[src/hw/rtl/udiv_pkg.sv]
`default_nettype none
// ----------------------------------------------------------------------------
// udiv_pkg
// Shared constants and controller/datapath interface types for the divider.
// ----------------------------------------------------------------------------
package udiv_pkg;

  // Width of the operand and result ports, in bits.
  localparam int unsigned PortBits = 64;

  // Default and largest operand width, in bytes.
  localparam int unsigned OperandBytesDef = 8;
  localparam int unsigned OperandBytesMax = 8;

  // Commands from the controller to the datapath.
  typedef struct packed {
    logic load;    // capture operands, clear the partial remainder
    logic step;    // one shift-subtract iteration
    logic finish;  // move the result into the output register
  } udiv_cmd_t;

  // Status from the datapath to the controller.
  typedef struct packed {
    logic last;    // current step is the final quotient bit
  } udiv_sts_t;

endpackage : udiv_pkg
`default_nettype wire

[src/hw/rtl/unsigned_shift_subtract_divider.sv]
`default_nettype none
// ----------------------------------------------------------------------------
// unsigned_shift_subtract_divider
// Unsigned restoring divider: quotient and remainder of two operands of
// OPERAND_BYTES bytes, with a flag for a zero divisor.
// ----------------------------------------------------------------------------
//  channel | direction | handshake                | payload
//  --------+-----------+--------------------------+-----------------------------------
//  in      | sink      | in_valid_i / in_ready_o  | dividend_i, divisor_value_i
//  out     | source    | out_valid_o / out_ready_i| quotient_value_o, remainder_value_o,
//          |           |                          | divide_by_zero_o
//
// An item runs one load, one shift-subtract step per quotient bit in the
// shared subtractor, and one move of the result into the output register
// before the next item is accepted.
// Operand bits above 8*OPERAND_BYTES are ignored; results are zero-extended.
// A finished result waits in the output register while the next item runs;
// a stalled output holds the sequencer in its done state until taken.
// Reset clears the sequencer and the output valid; nothing else needs it.
// ----------------------------------------------------------------------------
module unsigned_shift_subtract_divider #(
  parameter int unsigned OPERAND_BYTES = udiv_pkg::OperandBytesDef
) (
  input  wire logic                           clk_i,
  input  wire logic                           rst_ni,
  input  wire logic                           in_valid_i,
  output logic                                in_ready_o,
  input  wire logic [udiv_pkg::PortBits-1:0]  dividend_i,
  input  wire logic [udiv_pkg::PortBits-1:0]  divisor_value_i,
  output logic                                out_valid_o,
  input  wire logic                           out_ready_i,
  output logic      [udiv_pkg::PortBits-1:0]  quotient_value_o,
  output logic      [udiv_pkg::PortBits-1:0]  remainder_value_o,
  output logic                                divide_by_zero_o
);
  import udiv_pkg::*;

  udiv_cmd_t cmd;
  udiv_sts_t sts;

  // Sequencer: load, step through every quotient bit, then hand off.
  udiv_ctrl u_ctrl (
    .clk_i       (clk_i),
    .rst_ni      (rst_ni),
    .in_valid_i  (in_valid_i),
    .in_ready_o  (in_ready_o),
    .out_valid_o (out_valid_o),
    .out_ready_i (out_ready_i),
    .cmd_o       (cmd),
    .sts_i       (sts)
  );

  // Datapath: partial remainder, quotient shift register, output register.
  udiv_dp #(
    .OPERAND_BYTES (OPERAND_BYTES)
  ) u_dp (
    .clk_i             (clk_i),
    .rst_ni            (rst_ni),
    .cmd_i             (cmd),
    .sts_o             (sts),
    .dividend_i        (dividend_i),
    .divisor_value_i   (divisor_value_i),
    .quotient_value_o  (quotient_value_o),
    .remainder_value_o (remainder_value_o),
    .divide_by_zero_o  (divide_by_zero_o)
  );

endmodule : unsigned_shift_subtract_divider
`default_nettype wire

[src/hw/rtl/udiv_dp.sv]
`default_nettype none
// ----------------------------------------------------------------------------
// udiv_dp
// Restoring shift-subtract datapath: one quotient bit per step, plus the
// output register that holds a finished result.
// ----------------------------------------------------------------------------
module udiv_dp #(
  parameter int unsigned OPERAND_BYTES = udiv_pkg::OperandBytesDef
) (
  input  wire logic                              clk_i,
  input  wire logic                              rst_ni,
  input  wire udiv_pkg::udiv_cmd_t               cmd_i,
  output udiv_pkg::udiv_sts_t                    sts_o,
  input  wire logic [udiv_pkg::PortBits-1:0]     dividend_i,
  input  wire logic [udiv_pkg::PortBits-1:0]     divisor_value_i,
  output logic      [udiv_pkg::PortBits-1:0]     quotient_value_o,
  output logic      [udiv_pkg::PortBits-1:0]     remainder_value_o,
  output logic                                   divide_by_zero_o
);
  import udiv_pkg::*;

  localparam int unsigned Bytes = (OPERAND_BYTES == 0) ? 1 :
                                  (OPERAND_BYTES > OperandBytesMax) ? OperandBytesMax :
                                  OPERAND_BYTES;
  localparam int unsigned W  = Bytes * 8;
  localparam int unsigned CW = $clog2(W);

  logic [W-1:0]  rem_q, rem_d;
  logic [W-1:0]  quo_q, quo_d;
  logic [W-1:0]  dsr_q;
  logic          dz_q;
  logic [CW-1:0] cnt_q, cnt_d;
  logic [W:0]    trial;
  logic          neg;

  logic [PortBits-1:0] quo_out_q, rem_out_q;
  logic                dz_out_q;

  assign trial = {rem_q, quo_q[W-1]} - {1'b0, dsr_q};
  assign neg   = trial[W];

  always_comb begin
    rem_d = rem_q;
    quo_d = quo_q;
    cnt_d = cnt_q;
    if (cmd_i.load) begin
      rem_d = '0;
      quo_d = dividend_i[W-1:0];
      cnt_d = '0;
    end else if (cmd_i.step) begin
      // Keep the shifted remainder when the trial subtraction goes negative.
      rem_d = neg ? {rem_q[W-2:0], quo_q[W-1]} : trial[W-1:0];
      quo_d = {quo_q[W-2:0], ~neg};
      cnt_d = cnt_q + 1'b1;
    end
  end

  always_ff @(posedge clk_i or negedge rst_ni) begin
    if (!rst_ni) begin
      cnt_q <= '0;
    end else begin
      cnt_q <= cnt_d;
    end
  end

  always_ff @(posedge clk_i) begin
    rem_q <= rem_d;
    quo_q <= quo_d;
    if (cmd_i.load) begin
      dsr_q <= divisor_value_i[W-1:0];
      dz_q  <= (divisor_value_i[W-1:0] == '0);
    end
    if (cmd_i.finish) begin
      // A zero divisor leaves the dividend in the remainder; drop the quotient.
      quo_out_q <= dz_q ? '0 : PortBits'(quo_q);
      rem_out_q <= PortBits'(rem_q);
      dz_out_q  <= dz_q;
    end
  end

  assign sts_o.last        = (cnt_q == CW'(W - 1));
  assign quotient_value_o  = quo_out_q;
  assign remainder_value_o = rem_out_q;
  assign divide_by_zero_o  = dz_out_q;

endmodule : udiv_dp
`default_nettype wire

[src/hw/rtl/udiv_ctrl.sv]
`default_nettype none
// ----------------------------------------------------------------------------
// udiv_ctrl
// Sequencer: accept an item, run the steps, hand the result to the output.
// ----------------------------------------------------------------------------
module udiv_ctrl (
  input  wire logic                 clk_i,
  input  wire logic                 rst_ni,
  input  wire logic                 in_valid_i,
  output logic                      in_ready_o,
  output logic                      out_valid_o,
  input  wire logic                 out_ready_i,
  output udiv_pkg::udiv_cmd_t       cmd_o,
  input  wire udiv_pkg::udiv_sts_t  sts_i
);
  import udiv_pkg::*;

  localparam logic [1:0] StIdle = 2'd0;
  localparam logic [1:0] StRun  = 2'd1;
  localparam logic [1:0] StDone = 2'd2;

  logic [1:0] state_q, state_d;
  logic       out_valid_q, out_valid_d;

  always_comb begin
    state_d     = state_q;
    out_valid_d = out_valid_q;
    cmd_o       = '0;
    if (out_valid_q && out_ready_i) begin
      out_valid_d = 1'b0;
    end
    case (state_q)
      StIdle: begin
        if (in_valid_i) begin
          cmd_o.load = 1'b1;
          state_d    = StRun;
        end
      end
      StRun: begin
        cmd_o.step = 1'b1;
        if (sts_i.last) begin
          state_d = StDone;
        end
      end
      StDone: begin
        // Hold until the output register is free or being emptied.
        if (!out_valid_q || out_ready_i) begin
          cmd_o.finish = 1'b1;
          out_valid_d  = 1'b1;
          state_d      = StIdle;
        end
      end
      default: begin
        state_d = StIdle;
      end
    endcase
  end

  always_ff @(posedge clk_i or negedge rst_ni) begin
    if (!rst_ni) begin
      state_q     <= StIdle;
      out_valid_q <= 1'b0;
    end else begin
      state_q     <= state_d;
      out_valid_q <= out_valid_d;
    end
  end

  assign in_ready_o  = (state_q == StIdle);
  assign out_valid_o = out_valid_q;

  a_no_overwrite: assert property (@(posedge clk_i) disable iff (!rst_ni)
    cmd_o.finish |-> (!out_valid_q || out_ready_i))
    else $error("result overwritten before it was taken");

  a_last_ends_run: assert property (@(posedge clk_i) disable iff (!rst_ni)
    (state_q == StRun && sts_i.last) |=> (state_q == StDone))
    else $error("run did not end after the last step");

  a_finish_sets_valid: assert property (@(posedge clk_i) disable iff (!rst_ni)
    cmd_o.finish |=> (out_valid_q && state_q == StIdle))
    else $error("finished result not presented");

  a_load_only_idle: assert property (@(posedge clk_i) disable iff (!rst_ni)
    cmd_o.load |-> (state_q == StIdle && !cmd_o.step && !cmd_o.finish))
    else $error("load outside idle");

endmodule : udiv_ctrl
`default_nettype wire

[config.mk]
export PLATFORM = sky130hd
export DESIGN_NAME = unsigned_shift_subtract_divider
export DESIGN_NICKNAME = d
export VERILOG_FILES = /design/src/hw/rtl/udiv_pkg.sv /design/src/hw/rtl/unsigned_shift_subtract_divider.sv /design/src/hw/rtl/udiv_dp.sv /design/src/hw/rtl/udiv_ctrl.sv
export SDC_FILE = /design/constraint.sdc
export NUM_CORES = 1
export LEC_CHECK = 0
export BUFFER_PORTS_ARGS = -buffer_cell sky130_fd_sc_hd__buf_2
export CORE_UTILIZATION = 30
export CTS_BUF_LIST = sky130_fd_sc_hd__clkbuf_16
export DETAILED_ROUTE_END_ITERATION = 6
export HOLD_SLACK_MARGIN = 0.03
export PLACE_DENSITY = 0.56
export SKIP_LAST_GASP = 1
export SYNTH_ARGS = -nofsm -noshare
export SYNTH_HDL_FRONTEND = slang
export SYNTH_SLANG_ARGS = --single-unit
[constraint.sdc]
create_clock -name clk_i -period 9.6 [get_ports clk_i]
set_input_delay 2.4 -clock clk_i [delete_from_list [all_inputs] [get_ports clk_i]]
set_output_delay 2.4 -clock clk_i [all_outputs]
set_load 0.03 [all_outputs]
==> impl_results.md, run 1 <==
* Chip height at around 230 µm
* Net Sw Power at 2.25 mW
* Peak supply drop at 0.185 mV
* Worst setup margin at about 4.3 ns
* Post-CTS Setup Repair Bufs at 0
* Worst Tran Pin Value at 0.980 ns
* Area of the multi-input gates at 6370 µm²
* Finish-stage setup viols at 0
* Setup TNS at 0 ns
* Crit path kind: in2reg
* CTS Buf Count at 39
* Chip width at ~230 µm
* R2R cell count at 13
* Ys flop type: edfxtp_1
* Max_cap viols at 0
* GR peak layer: met2
* Max Clk Rate at 0.189 GHz
* First-pass GRT wire length at 70500 µm
* R2R setup slack at 5.34 ns
* CTS tree: yes
* Worst hold slack at 0.494 ns
* FF+latch area at 9250 µm²
* Fill count at approximately 5.3k
* Rel. slew slack at 33.9%
* Fraction of registers with async set/reset at between 2 and 3%
* Commonest non-fill, non-tap cells in the layout: 311 x nand2_1, 262 x buf_2, 258 x edfxtp_1
* Reg2reg start: u_dp.quo_q[63]
* Met3 Use GR at between 3 and 4%
* Post-Place Setup Slack at 3.64 ns
* P_leak at 8.00 nW
* Dpl cell area at 18200 µm²
* GRT met2 Usage at 26.6%
* Drt pass-1 iters at 5
* RSZ-0062 raised after global routing: no
* Finished Cell Area at about 20000 µm²
* Reg2reg end: u_dp.rem_q[58]
* Synthesized area per cell at 10.6 µm²
* Sequential share of power at 37.0%
* Final Core Density at between 30% and 40%
* Worst Setup End Kind: register
* Ratio of cells with drive above 1 in the final layout at 20.0%
* EDFF count, synth at 258
* Rows at 84
* Final period utilization at 55.1%
* Status: completed
* Syn-to-layout area delta at 19.8%
* Hold path startpoint: u_dp.rem_q[42]
* Syn nets at between 1.5k and 2k
* Finished Layout Cells at about 2.5k
* H-tree Lvls at 2
* HP Class: reg2reg
* DR vias at approximately 12k
* Post-synth design cell area at 16200 µm²
* Power Density at just over 300 nW/µm²
* Number of DRC markers in iteration 0 at 810
* Antenna-violating nets left at 0
* DRC at 0
* Grt ovf at 0
* Clock period minus worst slack at 5.29 ns
* Avg WL per Cell at approximately 18 µm
* Most common cell after layout, fill and taps aside: nand2_1
* DP Wirelength at 32700 µm
* Layout Skew at 0.0201 ns
* Port bufs at about 260
* Later-pin clock latency in the skew report at 0.56 ns
* Seq/Total Area, Yosys at 57.0%
* Worst path arrival time at 5.55 ns
* Yosys reg bits at approximately 330
* Starting Density at 30.6%
* Met1 Use GR at 22.0%
* Combinational power share at 38.6%
* Unique masters post-synth at 79
* PostCTS Resize Cnt at 0
* Crit Path Max Fanout at 71
* Worst-case clock buffer depth at 3
* Core Box Area at 53100 µm²
* Worst Setup SP: in_valid_i
* Vias in the first global route at 12.1k
* WP data required at 9.86 ns
* CTS clk-pin slew, worst paths at 0.05 ns
* Largest net degree at the start of global routing at 72
* Post-Route WL at between 40000 and 50000 µm
* Die area at 55100 µm²
* Final Hold Viols at 0
* P_int at 3.81 mW
* GPL Wtd Cong at 0.898
* Clock sink total at roughly 330
* Hold_buf cts at 0
* GRT Total Usage at 16.3%
* Worst Setup Start Kind: input pin
* Synth Instances at 1537
* Via density at 4.94
* DP Cell Count at around 2.4k
* Slew Limit Fails at 0
* Initial antenna violation count at 0
* Pwr Total at 6.06 mW
* End of the critical path: u_dp.quo_q[8]
* I/O pin cnt at 263
* Clock power frac at 24.3%
* Clk Tree Root Cell: clkbuf_16
* Net Sw Frac at 37.1%
* Synth warn at 0
* Nets at a little under 2k
layout make-up:
type	count	area share, %
Sequential cell	331	47.6
Multi-Input combinational cell	1045	32.7
Timing Repair Buffer	274	7.20
Clock buffer	40	5.15
Tap cell	688	4.42
Inverter	78	1.52
Clock inverter	32	1.40
Antenna cell	1	0.0129
worst min path at each step:
stage	end	slack (ns)	depth (start not counted)
6_report	u_dp.rem_q[42]	0.49	2
5_1_grt	u_dp.rem_q[7]	0.51	2
3_3_place_gp	u_dp.cnt_q[5]	0.47	1
4_1_cts	u_dp.rem_q[45]	0.49	2
2_1_floorplan	u_dp.divide_by_zero_o	0.42	0
3_5_place_dp	u_dp.rem_q[45]	0.48	2
registers in the layout, indices dropped and copies added, names as in the netlist:
register                flops
u_ctrl.out_valid_o          1
u_dp.quo_q                 64
u_dp.quotient_value_o      64
u_dp.dsr_q                 64
u_dp.divide_by_zero_o       1
u_dp.rem_q                 64
u_dp.dz_q                   1
u_dp.cnt_q                  6
u_dp.remainder_value_o     64
u_ctrl.state_q              2
worst max-delay path: stages:
cell and delay [ns]:
buf_2 0.10, nand2_2 0.05, buf_4 0.66, inv_4 0.49, nor2_4 0.20, buf_4 0.61, inv_2 0.52, buf_4 0.42
power groups by stage:
stage / sequential (mW) / clock [mW] / combinational (mW)
after floorplan: 2.16 / 0 / 1.86
after global placement: 2.26 / 0 / 2.28
after detailed placement: 2.27 / 0 / 2.33
after CTS: 2.24 / 1.52 / 2.35
after global routing: 2.29 / 1.57 / 2.63
final: 2.24 / 1.47 / 2.34
layer usage:
| metal | vias to the layer above | part of all wire (%) |
|---|---|---|
| li1 | 5980 | - |
| met1 | 5854 | 45 |
| met2 | 416 | 47 |
| met3 | 52 | 6.1 |
| met4 | 0 | 1.8 |
| met5 | - | 0 |
cell usage after synthesis, drive strengths merged (10+ instances only):
cell,instances,area [µm²]
xor2,27,236
nand3,32,160
ha,65,813
nand2,312,1170
nand4,23,144
inv,77,289
nor3,13,65.1
buf,21,124
nor2b,73,457
a21o,33,248
a21oi,86,434
nor4,20,125
xnor2,32,280
o311ai,12,105
edfxtp,258,7750
nand2b,10,62.6
o21ai,97,489
nor2,60,225
mux2i,21,210
dfxtp,64,1280
clkbuf,62,234
a31oi,12,75.1
a32oi,10,87.6
cell families (layout without fill, tap and decap cells):
family	Yosys count	count (layout)	share of synthesized area (%)
and+or+nand+nor	565	565	15.8
AOI/OAI and AO/OA	334	334	13.6
DFF	331	331	57.0
buffers and inverters	161	424	4.01
adders and majority gates	66	66	5.13
xor gates and xnor gates	59	59	3.18
muxes	21	21	1.29
other	0	1	0
No activity file was read; power rests on OpenSTA's default activity.
==> run 2: changes to the inputs <==
Settings changed: PLACE_DENSITY 0.56 to 0.57.
Clock period 9.6 ns to 4.4 ns, I/O delays scaled along.
==> run 2 against run 1 <==
  * The flow now finishes with violations (design-rule violations)
  * Setup slack got worse by 3.7 ns
  * Design area barely moved
  * Hold slack got worse by 0.099 ns
  * Die area did not move
  * Non-clock buffer count rose by 2
  * Sequential power rose by 120%
  * Final cell count fell by 0.12%
  * Utilization barely moved
  * Clock power rose by 120%
  * Register-to-register slack got worse by 4.7 ns
  * Via count barely moved
==> impl_results.md, run 2 (synthesis gave the netlist of run 1 again) <==
* Layout Skew at 0.0205 ns
* I/O pin cnt at 263
* Reg2reg start: u_dp.quo_q[63]
* Rows at 84
* Syn-to-layout area delta at 19.8%
* Final Hold Viols at 0
* Max_cap viols at 0
* DRC at 1
* Via density at 4.95
* Antenna-violating nets left at 0
* Finish-stage setup viols at 0
* Most common cell after layout, fill and taps aside: nand2_1
* Post-Route WL at 46300 µm
* Power Density at 681 nW/µm²
* Final period utilization at 85.8%
* PostCTS Resize Cnt at 0
* Rel. slew slack at 33.0%
* DP Cell Count at 2418
* Worst Setup End Kind: register
* Worst-case clock buffer depth at 3
* Drt pass-1 iters at 7
* Vias in the first global route at 12.1k
* Slew Limit Fails at 0
* Setup TNS at 0 ns
* Worst Tran Pin Value at 1.01 ns
* P_leak at 7.99 nW
* Clk Tree Root Cell: clkbuf_16
* DR vias at 12.3k
* Crit Path Max Fanout at 81
* CTS Buf Count at 38
* Status: complete, but fails checks
* Chip width at between 200 and 250 µm
* Peak supply drop at about 0.32 mV
* CTS clk-pin slew, worst paths at 0.06 ns
* Finished Layout Cells at around 2.5k
* Max Clk Rate at 0.265 GHz
* Nets at just under 2k
* Hold_buf cts at 0
* Die area at between 50000 and 60000 µm²
* Port bufs at 262
* Worst path arrival time at around 4.2 ns
* Clock period minus worst slack at 3.77 ns
* GRT Total Usage at about 17%
* Avg WL per Cell at between 15 and 20 µm
* Chip height at 235 µm
* N_diodes at 0
* Largest net degree at the start of global routing at 97
* Initial antenna violation count at 2
* Crit path kind: reg2reg
* Clock sink total at 331
* CTS tree: yes
* Grt ovf at 0
* WP data required at 4.83 ns
* Commonest non-fill, non-tap cells in the layout: 311 x nand2_1, 262 x buf_2, 258 x edfxtp_1
* Core Box Area at 53100 µm²
* GPL Wtd Cong at 0.893
* Ratio of cells with drive above 1 in the final layout at 19.9%
* HP Class: in2async
* Failing checks: design-rule violations
* Final Core Density at roughly 37%
* H-tree Lvls at 2
* Later-pin clock latency in the skew report at about 0.55 ns
* Worst Setup SP: u_dp.quo_q[63]
* RSZ-0062 raised after global routing: no
* Starting Density at 30.6%
* First-pass GRT wire length at 72000 µm
* DP Wirelength at 33300 µm
* Number of DRC markers in iteration 0 at 818
* Worst Setup Start Kind: register
* Post-CTS Setup Repair Bufs at 0
==> run 2: cell count changes in the layout (fill, tap and decap cells not counted), sizes merged <==
cell / delta
buf: +2
bufinv: +1
clkbuf: -2
clkinv: -1
diode: -1
inv: -2
==> run 2: area by class of cell <==
class,count,area [µm²]
clock buffer,38,951
clock inverter,30,287
fill,5259,33600
inverter,78,295
multi-input combinational,1045,6370
sequential,331,9250
tap,688,861
timing repair buffer,276,1440
==> run 2: critical path: stages, from the launching register on <==
cell and delay, ns:
edfxtp_1 0.35, inv_1 0.06, ha_1 0.21, fa_1 0.38
nor2b_1 0.20, o31a_1 0.21, o21ai_2 0.10, a2111oi_4 0.44
o2111ai_2 0.22, a31o_1 0.28, a211oi_4 0.28, buf_12 0.36
nand2b_1 0.39, o21ai_0 0.15
==> run 2: worst paths after layout <==
check	to	slack (ns)	cells past startpoint
worst max-delay path	u_dp.rem_q[29]	0.63	13
worst min-delay path	u_ctrl.out_valid_o	0.39	1
worst max register to register	u_dp.rem_q[29]	0.63	13
worst min register to register	u_dp.cnt_q[5]	0.48	1
max in group asynchronous	u_dp.cnt_q[4]	3.82	1
min in group clk_i	u_dp.cnt_q[5]	0.48	1
==> run 2: metrics by stage <==
step	power (mW)	setup slack, ns	instance area, µm²	hold WS (ns)
2_1_floorplan	8.78	0.618	16200	0.424
3_3_place_gp	10.0	0.696	18200	0.462
3_5_place_dp	10.1	0.555	18200	0.479
4_1_cts	13.4	0.556	19500	0.365
5_1_grt	14.2	0.348	19500	0.379
6_report	13.3	0.627	19500	0.395
==> run 2: per-layer routing <==
| layer | part of all wire (%) | vias up | routed length [µm] | track usage, % |
|---|---|---|---|---|
| li1 | - | 5974 | - | - |
| met1 | 45 | 5861 | 21000 | 22.5 |
| met2 | 47 | 400 | 21600 | 27.3 |
| met3 | 6.2 | 60 | 2880 | 3.41 |
| met4 | 1.8 | 2 | 813 | 4.07 |
| met5 | 0.015 | - | 7 | 0 |
==> run 2: report_power, final <==
part	internal [mW]	leakage, nW	switching (mW)	total [mW]
clock	1.87	0.617	1.29	3.17
combinational	2.11	4.27	3.09	5.20
sequential	4.33	3.10	0.562	4.89
